--- src/hw/rtl/cfp_pkg.sv ---
// ----------------------------------------------------------------------------
// cfp_pkg
// Shared types, register indexes, status codes and the CRC16-CCITT byte step
// for the framed-byte parser.
// ----------------------------------------------------------------------------
package cfp_pkg;

  localparam int unsigned CFG_IDX_W  = 2;
  localparam int unsigned CFG_DATA_W = 16;

  localparam logic [CFG_IDX_W-1:0] REG_SYNC_V1       = 2'd0;
  localparam logic [CFG_IDX_W-1:0] REG_SYNC_V2       = 2'd1;
  localparam logic [CFG_IDX_W-1:0] REG_PAYLOAD_LIMIT = 2'd2;

  localparam logic [7:0]  SYNC_V1_RESET       = 8'hC0;
  localparam logic [7:0]  SYNC_V2_RESET       = 8'hC1;
  localparam logic [15:0] PAYLOAD_LIMIT_RESET = 16'd6144;

  localparam logic [15:0] CRC_POLY = 16'h1021;
  localparam logic [15:0] CRC_INIT = 16'hFFFF;

  typedef enum logic [1:0] {
    ST_BUSY   = 2'd0,
    ST_GOOD   = 2'd1,
    ST_LENERR = 2'd2,
    ST_CRCERR = 2'd3
  } status_t;

  typedef enum logic [7:0] {
    PH_SYNC    = 8'b0000_0001,
    PH_CMD     = 8'b0000_0010,
    PH_SEQ     = 8'b0000_0100,
    PH_LEN_LO  = 8'b0000_1000,
    PH_LEN_HI  = 8'b0001_0000,
    PH_PAYLOAD = 8'b0010_0000,
    PH_CRC_LO  = 8'b0100_0000,
    PH_CRC_HI  = 8'b1000_0000
  } phase_t;

  typedef struct packed {
    logic [7:0]  sync_v1;
    logic [7:0]  sync_v2;
    logic [15:0] payload_limit;
  } cfg_t;

  function automatic logic [15:0] crc_byte(input logic [15:0] crc, input logic [7:0] b);
    logic [15:0] c;
    c = crc ^ {b, 8'h00};
    for (int k = 0; k < 8; k++) begin
      if (c[15]) begin
        c = {c[14:0], 1'b0} ^ CRC_POLY;
      end else begin
        c = {c[14:0], 1'b0};
      end
    end
    return c;
  endfunction

endpackage

--- src/hw/rtl/crc_checked_frame_parser.sv ---
// ----------------------------------------------------------------------------
// crc_checked_frame_parser
// Sync / length / CRC16-CCITT frame parser, one received byte per item.
// ----------------------------------------------------------------------------
// Each accepted byte yields one result item in the next cycle; a byte is taken
// in every cycle while the result register is empty or being taken, so the
// sustained rate is one byte per clock. The CRC update over the byte and the
// phase decode sit between the parser state and the result register.
module crc_checked_frame_parser import cfp_pkg::*; (
  input  logic                  clk,
  input  logic                  rst_n,
  input  logic                  cfg_we,
  input  logic [CFG_IDX_W-1:0]  cfg_index,
  input  logic [CFG_DATA_W-1:0] cfg_wdata,
  input  logic                  in_valid,
  output logic                  in_ready,
  input  logic [7:0]            in_data_byte,
  output logic                  out_valid,
  input  logic                  out_ready,
  output logic [1:0]            out_frame_status,
  output logic                  out_frame_version,
  output logic [7:0]            out_command_code,
  output logic [7:0]            out_sequence_number,
  output logic [15:0]           out_payload_length,
  output logic [7:0]            out_payload_byte,
  output logic                  out_payload_valid,
  output logic [15:0]           out_payload_index
);

  cfg_t cfg;

  cfp_cfg_regs u_cfg (
    .clk       (clk),
    .rst_n     (rst_n),
    .cfg_we    (cfg_we),
    .cfg_index (cfg_index),
    .cfg_wdata (cfg_wdata),
    .cfg       (cfg)
  );

  phase_t      phase_r,    phase_nxt;
  logic        version_r,  version_nxt;
  logic [7:0]  command_r,  command_nxt;
  logic [7:0]  sequence_r, sequence_nxt;
  logic [15:0] length_r,   length_nxt;
  logic [15:0] count_r,    count_nxt;
  logic [15:0] crc_r,      crc_nxt;
  logic [7:0]  crc_lo_r,   crc_lo_nxt;

  status_t     status;
  logic [7:0]  pbyte;
  logic        pvalid;
  logic [15:0] pindex;
  logic [15:0] crc_step;
  logic [15:0] len_full;
  logic        in_accept;

  logic        out_valid_r;
  logic [1:0]  status_r;
  logic        ver_out_r;
  logic [7:0]  cmd_out_r;
  logic [7:0]  seq_out_r;
  logic [15:0] len_out_r;
  logic [7:0]  pbyte_r;
  logic        pvalid_r;
  logic [15:0] pindex_r;

  assign in_ready  = !out_valid_r || out_ready;
  assign in_accept = in_valid && in_ready;
  assign crc_step  = crc_byte(crc_r, in_data_byte);
  assign len_full  = {in_data_byte, length_r[7:0]};

  always_comb begin
    phase_nxt    = phase_r;
    version_nxt  = version_r;
    command_nxt  = command_r;
    sequence_nxt = sequence_r;
    length_nxt   = length_r;
    count_nxt    = count_r;
    crc_nxt      = crc_r;
    crc_lo_nxt   = crc_lo_r;
    status       = ST_BUSY;
    pbyte        = 8'h00;
    pvalid       = 1'b0;
    pindex       = 16'h0000;
    unique case (phase_r)
      PH_SYNC: begin
        if (in_data_byte == cfg.sync_v1 || in_data_byte == cfg.sync_v2) begin
          version_nxt  = (in_data_byte != cfg.sync_v1);
          command_nxt  = 8'h00;
          sequence_nxt = 8'h00;
          length_nxt   = 16'h0000;
          count_nxt    = 16'h0000;
          crc_nxt      = CRC_INIT;
          phase_nxt    = PH_CMD;
        end
      end
      PH_CMD: begin
        command_nxt = in_data_byte;
        crc_nxt     = crc_step;
        phase_nxt   = version_r ? PH_SEQ : PH_LEN_LO;
      end
      PH_SEQ: begin
        sequence_nxt = in_data_byte;
        crc_nxt      = crc_step;
        phase_nxt    = PH_LEN_LO;
      end
      PH_LEN_LO: begin
        length_nxt = {8'h00, in_data_byte};
        crc_nxt    = crc_step;
        phase_nxt  = PH_LEN_HI;
      end
      PH_LEN_HI: begin
        length_nxt = len_full;
        crc_nxt    = crc_step;
        count_nxt  = 16'h0000;
        if (len_full > cfg.payload_limit) begin
          status    = ST_LENERR;
          phase_nxt = PH_SYNC;
        end else begin
          phase_nxt = (len_full == 16'h0000) ? PH_CRC_LO : PH_PAYLOAD;
        end
      end
      PH_PAYLOAD: begin
        pbyte     = in_data_byte;
        pvalid    = 1'b1;
        pindex    = count_r;
        crc_nxt   = crc_step;
        count_nxt = count_r + 16'd1;
        if (count_nxt >= length_r || count_nxt == 16'h0000) begin
          phase_nxt = PH_CRC_LO;
        end
      end
      PH_CRC_LO: begin
        crc_lo_nxt = in_data_byte;
        phase_nxt  = PH_CRC_HI;
      end
      PH_CRC_HI: begin
        status    = ({in_data_byte, crc_lo_r} == crc_r) ? ST_GOOD : ST_CRCERR;
        phase_nxt = PH_SYNC;
      end
      default: begin
        phase_nxt = PH_SYNC;
      end
    endcase
  end

  always_ff @(posedge clk) begin
    if (!rst_n) begin
      phase_r     <= PH_SYNC;
      version_r   <= 1'b0;
      command_r   <= 8'h00;
      sequence_r  <= 8'h00;
      length_r    <= 16'h0000;
      count_r     <= 16'h0000;
      crc_r       <= CRC_INIT;
      crc_lo_r    <= 8'h00;
      out_valid_r <= 1'b0;
    end else begin
      if (in_accept) begin
        phase_r    <= phase_nxt;
        version_r  <= version_nxt;
        command_r  <= command_nxt;
        sequence_r <= sequence_nxt;
        length_r   <= length_nxt;
        count_r    <= count_nxt;
        crc_r      <= crc_nxt;
        crc_lo_r   <= crc_lo_nxt;
      end
      if (in_accept) begin
        out_valid_r <= 1'b1;
      end else if (out_ready) begin
        out_valid_r <= 1'b0;
      end
    end
  end

  always_ff @(posedge clk) begin
    if (in_accept) begin
      status_r  <= status;
      ver_out_r <= version_nxt;
      cmd_out_r <= command_nxt;
      seq_out_r <= sequence_nxt;
      len_out_r <= length_nxt;
      pbyte_r   <= pbyte;
      pvalid_r  <= pvalid;
      pindex_r  <= pindex;
    end
  end

  assign out_valid           = out_valid_r;
  assign out_frame_status    = status_r;
  assign out_frame_version   = ver_out_r;
  assign out_command_code    = cmd_out_r;
  assign out_sequence_number = seq_out_r;
  assign out_payload_length  = len_out_r;
  assign out_payload_byte    = pbyte_r;
  assign out_payload_valid   = pvalid_r;
  assign out_payload_index   = pindex_r;

  a_payload_busy: assert property (@(posedge clk) disable iff (!rst_n)
    out_valid_r && pvalid_r |-> status_r == ST_BUSY)
    else $error("payload item carries a final status");

  a_payload_zero: assert property (@(posedge clk) disable iff (!rst_n)
    out_valid_r && !pvalid_r |-> pbyte_r == 8'h00 && pindex_r == 16'h0000)
    else $error("non-payload item carries payload data");

  a_lenerr_idle: assert property (@(posedge clk) disable iff (!rst_n)
    in_accept && phase_r == PH_LEN_HI && status == ST_LENERR
    |=> phase_r == PH_SYNC && status_r == ST_LENERR)
    else $error("length error did not return parser to sync hunt");

  a_reset_empty: assert property (@(posedge clk)
    !rst_n |=> !out_valid_r)
    else $error("result register not empty after reset");

endmodule

--- src/hw/rtl/cfp_cfg_regs.sv ---
// ----------------------------------------------------------------------------
// cfp_cfg_regs
// Configuration register bank: sync bytes and payload length limit.
// ----------------------------------------------------------------------------
module cfp_cfg_regs import cfp_pkg::*; (
  input  logic                  clk,
  input  logic                  rst_n,
  input  logic                  cfg_we,
  input  logic [CFG_IDX_W-1:0]  cfg_index,
  input  logic [CFG_DATA_W-1:0] cfg_wdata,
  output cfg_t                  cfg
);

  cfg_t cfg_r;
  cfg_t cfg_nxt;

  always_comb begin
    cfg_nxt = cfg_r;
    if (cfg_we) begin
      unique case (cfg_index)
        REG_SYNC_V1:       cfg_nxt.sync_v1       = cfg_wdata[7:0];
        REG_SYNC_V2:       cfg_nxt.sync_v2       = cfg_wdata[7:0];
        REG_PAYLOAD_LIMIT: cfg_nxt.payload_limit = cfg_wdata;
        default:           cfg_nxt = cfg_r;
      endcase
    end
  end

  always_ff @(posedge clk) begin
    if (!rst_n) begin
      cfg_r.sync_v1       <= SYNC_V1_RESET;
      cfg_r.sync_v2       <= SYNC_V2_RESET;
      cfg_r.payload_limit <= PAYLOAD_LIMIT_RESET;
    end else begin
      cfg_r <= cfg_nxt;
    end
  end

  assign cfg = cfg_r;

endmodule

--- config.mk ---
export PLATFORM = sky130hd
export DESIGN_NAME = crc_checked_frame_parser
export DESIGN_NICKNAME = d
export VERILOG_FILES = /design/src/hw/rtl/cfp_pkg.sv /design/src/hw/rtl/crc_checked_frame_parser.sv /design/src/hw/rtl/cfp_cfg_regs.sv
export SDC_FILE = /design/constraint.sdc
export NUM_CORES = 1
export LEC_CHECK = 0
export BUFFER_PORTS_ARGS = -buffer_cell sky130_fd_sc_hd__buf_2
export CORE_UTILIZATION = 53
export CTS_CLUSTER_DIAMETER = 30
export DETAILED_ROUTE_END_ITERATION = 10
export PLACE_DENSITY = 0.76
export SLEW_MARGIN = 20
export SYNTH_ARGS = -nofsm -noshare
export SYNTH_HDL_FRONTEND = slang
export SYNTH_SLANG_ARGS = --single-unit
--- constraint.sdc ---
create_clock -name clk -period 3.5 [get_ports clk]
set_input_delay 0.7 -clock clk [delete_from_list [all_inputs] [get_ports clk]]
set_output_delay 0.7 -clock clk [all_outputs]
set_load 0.005 [all_outputs]
# After elaboration in Yosys (flattened, before gate mapping)
# Index checks and enable logic that the tools add are counted.
# W data, S select, Z words.
dict set report totals {
  register_bits 174
  inputBits 31
  output_inout_bits 62
  wordCells 99
}
dict set report op_classes {
  addsub 1
  n_lt_le_gt_ge 2
  eq_ne 16
  mux 32
  bitwise_logic 9
  n_reduce_logical 19
}
# op count
set ops {}
lappend ops {{$mux W13} 8}
lappend ops {{$pmux W16 S3} 2}
lappend ops {{$pmux W8 S7} 1}
lappend ops {{$mux W16} 3}
lappend ops {{$logic_not A16 Y1} 2}
lappend ops {{$mux W8} 4}
lappend ops {{$pmux W16 S2} 1}
lappend ops {{$pmux W8 S2} 2}
lappend ops {{$not A3 Y3} 8}
lappend ops {{$add A16 B1 Y16 const B} 1}
lappend ops {{$eq A16 B16 Y1} 1}
lappend ops {{$eq A8 B8 Y1} 2}
lappend ops {{$ge A16 B16 Y1} 1}
lappend ops {{$gt A16 B16 Y1} 1}
lappend ops {{$xor A16 B16 Y16} 1}
lappend ops {{$mux W7} 2}
lappend ops {{$reduce_and A3 Y1} 3}
lappend ops {{$eq A8 B1 Y1 const B} 1}
lappend ops {{$eq A8 B2 Y1 const B} 1}
lappend ops {{$eq A8 B3 Y1 const B} 1}
lappend ops {{$eq A8 B4 Y1 const B} 1}
lappend ops {{$eq A8 B5 Y1 const B} 1}
lappend ops {{$eq A8 B6 Y1 const B} 1}
lappend ops {{$eq A8 B7 Y1 const B} 1}
lappend ops {{other kinds (17)} 29}

# Logic depth before layout (Yosys ltp)
# Gate-level depths: netlist of run 1.
dict set report depth {
  word_depth 18
  depth_mapped 15
  ltp_nobuf 12
}

# Hierarchy
# Synthesis of run 1 repeated with hierarchy kept, for this count alone.
dict set report unflattened {
  cells_unflattened 867
  area_unflattened_um2 8486.9
}
# module instances cells_per_inst area_each_um2 seq_area_each_um2
set by_module_without_submodules {}
lappend by_module_without_submodules {crc_checked_frame_parser 1 740 7236.9 3443.3}
lappend by_module_without_submodules {cfp_cfg_regs 1 127 1249.9 640.6}

# Worst setup path after synthesis of run 1
# Ideal clock, no wire load.
dict set report synth_timing {
  path_kind {in2reg}
  from {input out_ready}
  to {register cmd_out_r[0] (netlist: out_command_code[0]), enable pin}
  arrival_time_ps 3131
  required_time_ps 3053
  path_slack_ps -78
  cell_stages 5
  cell_sequence {nand2b_1 > nand2_1 > inv_1 > clkbuf_1 > buf_1}
}
dict set report synth_via {
  elab_chain_len 2
}
# item line
set synth_rtl {}
lappend synth_rtl {{from (decl)} crc_checked_frame_parser.sv:19} ;# input logic out_ready,
lappend synth_rtl {{$logic_or A1 B1 Y1} crc_checked_frame_parser.sv:68} ;# assign in_ready = !out_valid_r || out_ready;
lappend synth_rtl {{$logic_and A1 B1 Y1} crc_checked_frame_parser.sv:69} ;# assign in_accept = in_valid && in_ready;
lappend synth_rtl {{net in_accept} crc_checked_frame_parser.sv:56} ;# logic in_accept;
lappend synth_rtl {{to (signal assigned)} crc_checked_frame_parser.sv:182} ;# cmd_out_r <= command_nxt;
lappend synth_rtl {{to (decl)} crc_checked_frame_parser.sv:61} ;# logic [7:0] cmd_out_r;
# The timed path passes the listed nets, and every way through them passes these cells.
# A chain may end at the register's enable or synchronous reset.

# Final worst setup path of run 1
dict set report layout_timing {
  from {register count_r[3]}
  to {register phase_r[6]}
}
dict set report layout_via {
  elab_chain_len 5
}
# item line
set layout_rtl {}
lappend layout_rtl {{from (decl)} crc_checked_frame_parser.sv:46} ;# logic [15:0] count_r, count_nxt;
lappend layout_rtl {{from (signal assigned)} crc_checked_frame_parser.sv:166} ;# count_r <= count_nxt;
lappend layout_rtl {{$add A16 B1 Y16 *} crc_checked_frame_parser.sv:129} ;# count_nxt = count_r + 16'd1;
lappend layout_rtl {{$ge A16 B16 Y1 / $logic_not A16 Y1 (equally long branches)} crc_checked_frame_parser.sv:130} ;# if (count_nxt >= length_r || count_nxt == 16'h0000) begin
lappend layout_rtl {{$logic_or A1 B1 Y1 *} crc_checked_frame_parser.sv:130}
lappend layout_rtl {{$ne A2 B2 Y1 (no line) *} --}
lappend layout_rtl {{$reduce_and A3 Y1 (no line) *} --}
lappend layout_rtl {{to (signal assigned)} crc_checked_frame_parser.sv:161} ;# phase_r <= phase_nxt;
lappend layout_rtl {{to (decl)} crc_checked_frame_parser.sv:41} ;# phase_t phase_r, phase_nxt;
# Mark *: on every way between the ends. The rest lies on a longest branch, timed or not.

==> flow_metrics.env, run 1 <==
export IMPL_status="completed"
export IMPL_die_area_um2=15900
export IMPL_avgSynthCellArea_um2=9.79
export IMPL_synthTopCellsByArea="dfxtp_1, edfxtp_1, ha_1"
export IMPL_die_w_um=126
export IMPL_cts_setup_buffers=0
export IMPL_setup_tns_ns=0
export IMPL_route_detailed_drc=0
export IMPL_cp_start_kind="flip-flop"
export IMPL_grt_pass1_wl_mm=30.4
export IMPL_grt_pass1_vias=5944
export IMPL_synth_most_common_cell="dfxtp_1"
export IMPL_maxCapViolations=0
export IMPL_ys_top_cells_by_count="dfxtp_1, nand2_1, nor2_1, edfxtp_1, xnor2_1"
export IMPL_vdd_drop_max_uv=389
export IMPL_insertion_delay_ns=0.43
export IMPL_core_rowCount=44
export IMPL_finalSetupViolations=0
export IMPL_placed_area_um2=8790
export IMPL_finalWirelength_mm=18.7
export IMPL_cp_required_ns=3.82
export IMPL_path_clk_slew_ns=0.06
export IMPL_fin_crit_sh=0.924
export IMPL_dpl_hpwl_mm=12.7
export IMPL_clockRootBuffer="clkbuf_16"
export IMPL_nNetsFinal=978
export IMPL_die_height_um=126
export IMPL_hold_viol_final=0
export IMPL_numCtsBuffers=17
export IMPL_fin_total_pwr_w=0.00478
export IMPL_syn_inst=833
export IMPL_synth_cell_types=53
export IMPL_worstMarginPinSlew_ns=1.04
export IMPL_crit_type="reg2reg"
export IMPL_async_flop_share=0
export IMPL_cts_tree="done"
export IMPL_synth_top_area_frac=0.280
export IMPL_synth_fp_nets=898
export IMPL_power_per_cell_area_nw_per_um2=509
export IMPL_final_cell_area_um2=9390
export IMPL_numPortBuffers=92
export IMPL_grt_max_degree=51
export IMPL_core_area_um2=14800
export IMPL_cts_sinks=174
export IMPL_vias=6416
export IMPL_synth_flop_cell="dfxtp_1"
export IMPL_netlist_area_um2=8160
export IMPL_grt_overflow_total=0
export IMPL_viasPerCell=5.78
export IMPL_slew_headroom=0.305
export IMPL_seq_area_frac_synth=0.501
export IMPL_critical_path_arrival_ns=3.56
export IMPL_initial_core_util=0.553
export IMPL_dr_pass1_iters=5
export IMPL_htreeDepth=4
export IMPL_max_freq_mhz=309
export IMPL_cts_hold_buffers=0
export IMPL_skew_ns=0.00527
export IMPL_cp_end_kind="flip-flop"
export IMPL_antenna_found_initial=0
export IMPL_rsz0062_at_grt="no"
export IMPL_gp_congestion=0.926
export IMPL_finalMaxSlewViolations=0
export IMPL_antenna_cells=0
export IMPL_cp_max_fo=8
export IMPL_p_leak_nw=3.65
export IMPL_hp_class="reg2reg"
export IMPL_wire_per_inst_um=16.8
export IMPL_place_inst=1078
export IMPL_cts_max_path_buffers=2
export IMPL_drive_gt1_frac=0.172
export IMPL_first_iter_violations=435
export IMPL_synth_edf_count=60
export IMPL_ys_warn_count=0
export IMPL_stdcell_count=1110
export IMPL_antenna_left=0
export IMPL_num_io_pins=93
export IMPL_synthToLayoutAreaGrowth_pct=15.2
export IMPL_grt_usage=0.243
export IMPL_synth_area_leader_cell="dfxtp_1"
export IMPL_fin_crit_ns=3.24
export IMPL_ys_ff_latch=174
final cells by class:
cell class                      instances  area [um^2]
Multi-Input combinational cell        570         3750
Tap cell                              184          230
Sequential cell                       174         4090
Clock buffer                           20          457
Fill cell                            1223         5360
Inverter                               38          143
Timing Repair Buffer                  112          611
Clock inverter                         12          118
per-layer routing:
| layer | track usage | part of all wire | up-vias |
|---|---|---|---|
| met1 | 0.332 | 0.46 | 3041 |
| met4 | 0.0950 | 0.018 | 0 |
| li1 | - | - | 3105 |
| met2 | 0.386 | 0.47 | 238 |
| met5 | 0 | 0 | - |
| met3 | 0.0425 | 0.058 | 32 |
final timing paths:
kind | from | to | slack (ns) | cells after the start
worst max-delay path | count_r[3] | phase_r[6] | 0.26 | 13
worst min register to register | u_cfg.cfg[10] | u_cfg.cfg[10] | 0.45 | 2
worst min-delay path | u_cfg.cfg[10] | u_cfg.cfg[10] | 0.45 | 2
worst max register to register | count_r[3] | phase_r[6] | 0.26 | 13
power breakdown:
group          switching, W  internal, W
logic              0.000492     0.000231
registers         0.0000392      0.00217
clock network      0.000766      0.00108
state kept, by name, indices dropped and copies added, names as in the netlist, 16 cells and up:
register	cells
count_r	16
crc_r	16
out_payload_index	16
length_r	16
out_payload_length	16
u_cfg.cfg	32
kinds of logic after synthesis:
kind of cell               count (synthesis)  synth area share
xor gates and xnor gates                  62            0.0675
adders and majority gates                 34            0.0522
muxes                                     29            0.0356
AOI/OAI and AO/OA                        152             0.128
DFF                                      174             0.501
buffers and inverters                     89            0.0433
and+or+nand+nor                          293             0.173
critical path, stage by stage, from the launching register on:
cell and delay (ns):
dfxtp_1 0.45, and4_1 0.27, buf_4 0.17, nand4_1 0.14
xnor2_1 0.20, ha_1 0.20, a21oi_1 0.13, o21ai_0 0.15
a2111oi_1 0.31, o21ai_0 0.14, nor3b_1 0.16, a311o_1 0.30
and2_2 0.29, o211a_1 0.23
what timing repair did:
action / CTS / global route
endpoints found under the setup margin: 0 / 8
hold endpoints to repair: 0 / 0
resized for setup: 0 / 10
layout by cell type, fill, tap and decap left out, drive strengths merged, types with 16 or more instances in the layout:
cell type / n
a21oi: 40
a22o: 32
a22oi: 28
and2: 28
buf: 112
clkbuf: 20
dfxtp: 114
edfxtp: 60
ha: 34
inv: 39
mux2i: 29
nand2: 95
nand4: 16
nor2: 86
xnor2: 42
xor2: 20
stage by stage:
stage	worst slack (ns)	util	hold WS (ns)
after floorplan	0.0982	-	0.436
after global placement	0.281	0.596	0.441
after detailed placement	0.122	0.596	0.447
after CTS	0.117	0.635	0.456
after global routing	0.0158	0.637	0.471
final	0.265	0.637	0.455
Power figures use the tool's default switching activity.
==> run 2, diff against run 1 <==
--- a/config.mk
+++ b/config.mk
@@ -6,10 +6,9 @@
 export NUM_CORES = 1
 export LEC_CHECK = 0
 export BUFFER_PORTS_ARGS = -buffer_cell sky130_fd_sc_hd__buf_2
-export CORE_UTILIZATION = 53
+export CORE_UTILIZATION = 40
 export CTS_CLUSTER_DIAMETER = 30
 export DETAILED_ROUTE_END_ITERATION = 10
-export PLACE_DENSITY = 0.76
 export SLEW_MARGIN = 20
 export SYNTH_ARGS = -nofsm -noshare
 export SYNTH_HDL_FRONTEND = slang
==> flow_metrics.env, run 2 (synthesized netlist as in run 1, its figures left out) <==
export IMPL_cts_max_path_buffers=2
export IMPL_viasPerCell=5.21
export IMPL_fin_crit_ns=3.31
export IMPL_finalSetupViolations=0
export IMPL_clockRootBuffer="clkbuf_16"
export IMPL_numPortBuffers=92
export IMPL_maxCapViolations=0
export IMPL_nFillCells=1864
export IMPL_route_detailed_drc=0
export IMPL_cts_sinks=174
export IMPL_crit_type="reg2reg"
export IMPL_dr_pass1_iters=5
export IMPL_grt_pass1_vias=5819
export IMPL_insertion_delay_ns=0.44
export IMPL_die_height_um=145
export IMPL_wl_met2_mm=8.77
export IMPL_slew_headroom=0.339
export IMPL_grt_usage=0.193
export IMPL_p_leak_nw=3.69
export IMPL_power_per_cell_area_nw_per_um2=504
export IMPL_finalWirelength_mm=19.2
export IMPL_setup_tns_ns=0
export IMPL_synthToLayoutAreaGrowth_pct=17.3
export IMPL_htreeDepth=4
export IMPL_cp_start_kind="flip-flop"
export IMPL_rsz0062_at_grt="no"
export IMPL_r2r_end="phase_r[6]"
export IMPL_top_layer="met4"
export IMPL_numCtsBuffers=17
export IMPL_grt_overflow_total=0
export IMPL_die_w_um=145
export IMPL_critical_path_arrival_ns=3.62
export IMPL_fin_total_pwr_w=0.00482
export IMPL_antenna_found_initial=0
export IMPL_holdCritStartpoint="u_cfg.cfg[4]"
export IMPL_hold_viol_final=0
export IMPL_antenna_left=0
export IMPL_final_common_cell="dfxtp_1"
export IMPL_grt_max_degree=45
export IMPL_wire_per_inst_um=16.0
export IMPL_path_clk_slew_ns=0.07
export IMPL_nNetsFinal=985
export IMPL_antenna_cells=0
export IMPL_finalMaxSlewViolations=0
export IMPL_dpl_hpwl_mm=13.2
export IMPL_fin_crit_sh=0.947
export IMPL_r2r_start="count_r[7]"
export IMPL_hp_class="reg2reg"
export IMPL_min_to="u_cfg.cfg[4]"
export IMPL_place_inst=1166
export IMPL_cts_tree="done"
export IMPL_gp_congestion=0.869
export IMPL_fin_util=0.485
export IMPL_initial_core_util=0.414
export IMPL_status="completed"
export IMPL_drive_gt1_frac=0.179
export IMPL_reg2reg_depth=12
export IMPL_core_rowCount=51
export IMPL_num_io_pins=93
export IMPL_cp_end_kind="flip-flop"
export IMPL_cp_max_fo=8
export IMPL_vdd_drop_max_uv=389
export IMPL_met1_length_mm=9.21
export IMPL_max_freq_mhz=302
export IMPL_mostFrequentLayoutCells="dfxtp_1, nand2_1, buf_2, nor2_1, edfxtp_1"
export IMPL_first_iter_violations=405
export IMPL_worstHoldPathCells=2
export IMPL_stdcell_count=1198
export IMPL_cp_required_ns=3.81
export IMPL_core_area_um2=19700
export IMPL_largest_register_ff_count=32
export IMPL_grt_pass1_wl_mm=30.9
export IMPL_route_met3_wl_um=946
export IMPL_vias=6237
export IMPL_cts_hold_buffers=0
export IMPL_r2r_slack_ns=0.19
export IMPL_die_area_um2=21000
export IMPL_skew_ns=0.0263
export IMPL_worstMarginPinSlew_ns=0.985
[run 2: routing by layer]
metal / up-vias / track usage
met5: - / 0
met4: 0 / 0.0582
met3: 17 / 0.0365
met1: 2936 / 0.262
li1: 3114 / -
met2: 170 / 0.311
[run 2: what timing repair did]
| item | 4_1_cts | 5_1_grt |
|---|---|---|
| setup buffers | 0 | 0 |
| resized for setup | 0 | 7 |
| setup endpoints to repair | 0 | 8 |
| hold endpoints to repair | 0 | 0 |
[run 2: metrics by stage]
stage | instance area (um^2) | setup slack (ns) | hold WS [ns]
after floorplan | 8160 | 0.0982 | 0.436
after global placement | 8960 | 0.195 | 0.441
after detailed placement | 8960 | 0.0718 | 0.447
after CTS | 9540 | 0.0456 | 0.457
after global routing | 9570 | 0.0145 | 0.477
final | 9570 | 0.186 | 0.456
[run 2: critical path, stage by stage, from the launching register on]
cell and delay, ns:
dfxtp_1 0.43, and4_2 0.31, nand4_1 0.17, xnor2_2 0.20, ha_1 0.32, a21oi_1 0.14, o21ai_0 0.13, a2111oi_0 0.35
o21ai_0 0.15, nor3b_1 0.16, a311o_1 0.30, and2_2 0.29, o211a_1 0.23
[run 2: area by class of cell]
cell class | instances | area [um^2] | area share
Multi-Input combinational cell | 570 | 3740 | 0.391
Tap cell | 265 | 332 | 0.0347
Timing Repair Buffer | 119 | 676 | 0.0706
Sequential cell | 174 | 4090 | 0.427
Clock buffer | 17 | 425 | 0.0445
Clock inverter | 15 | 159 | 0.0166
Inverter | 38 | 143 | 0.0149
[run 2: worst max-delay path by stage]
stage / slack [ns] / cells past startpoint / end / startpoint
floorplan: 0.1 / 5 / out_command_code[0] / out_ready
global placement: 0.20 / 13 / phase_r[6] / count_r[2]
detailed placement: 0.07 / 12 / phase_r[6] / count_r[0]
CTS: 0.05 / 12 / phase_r[6] / count_r[0]
global route: 0.01 / 12 / phase_r[6] / count_r[7]
finish: 0.19 / 12 / phase_r[6] / count_r[7]
[run 2: report_power, final]
part / internal (W) / switching [W] / total [W]
clock network: 0.00100 / 0.000872 / 0.00188
registers: 0.00217 / 0.0000380 / 0.00221
logic: 0.000235 / 0.000498 / 0.000733
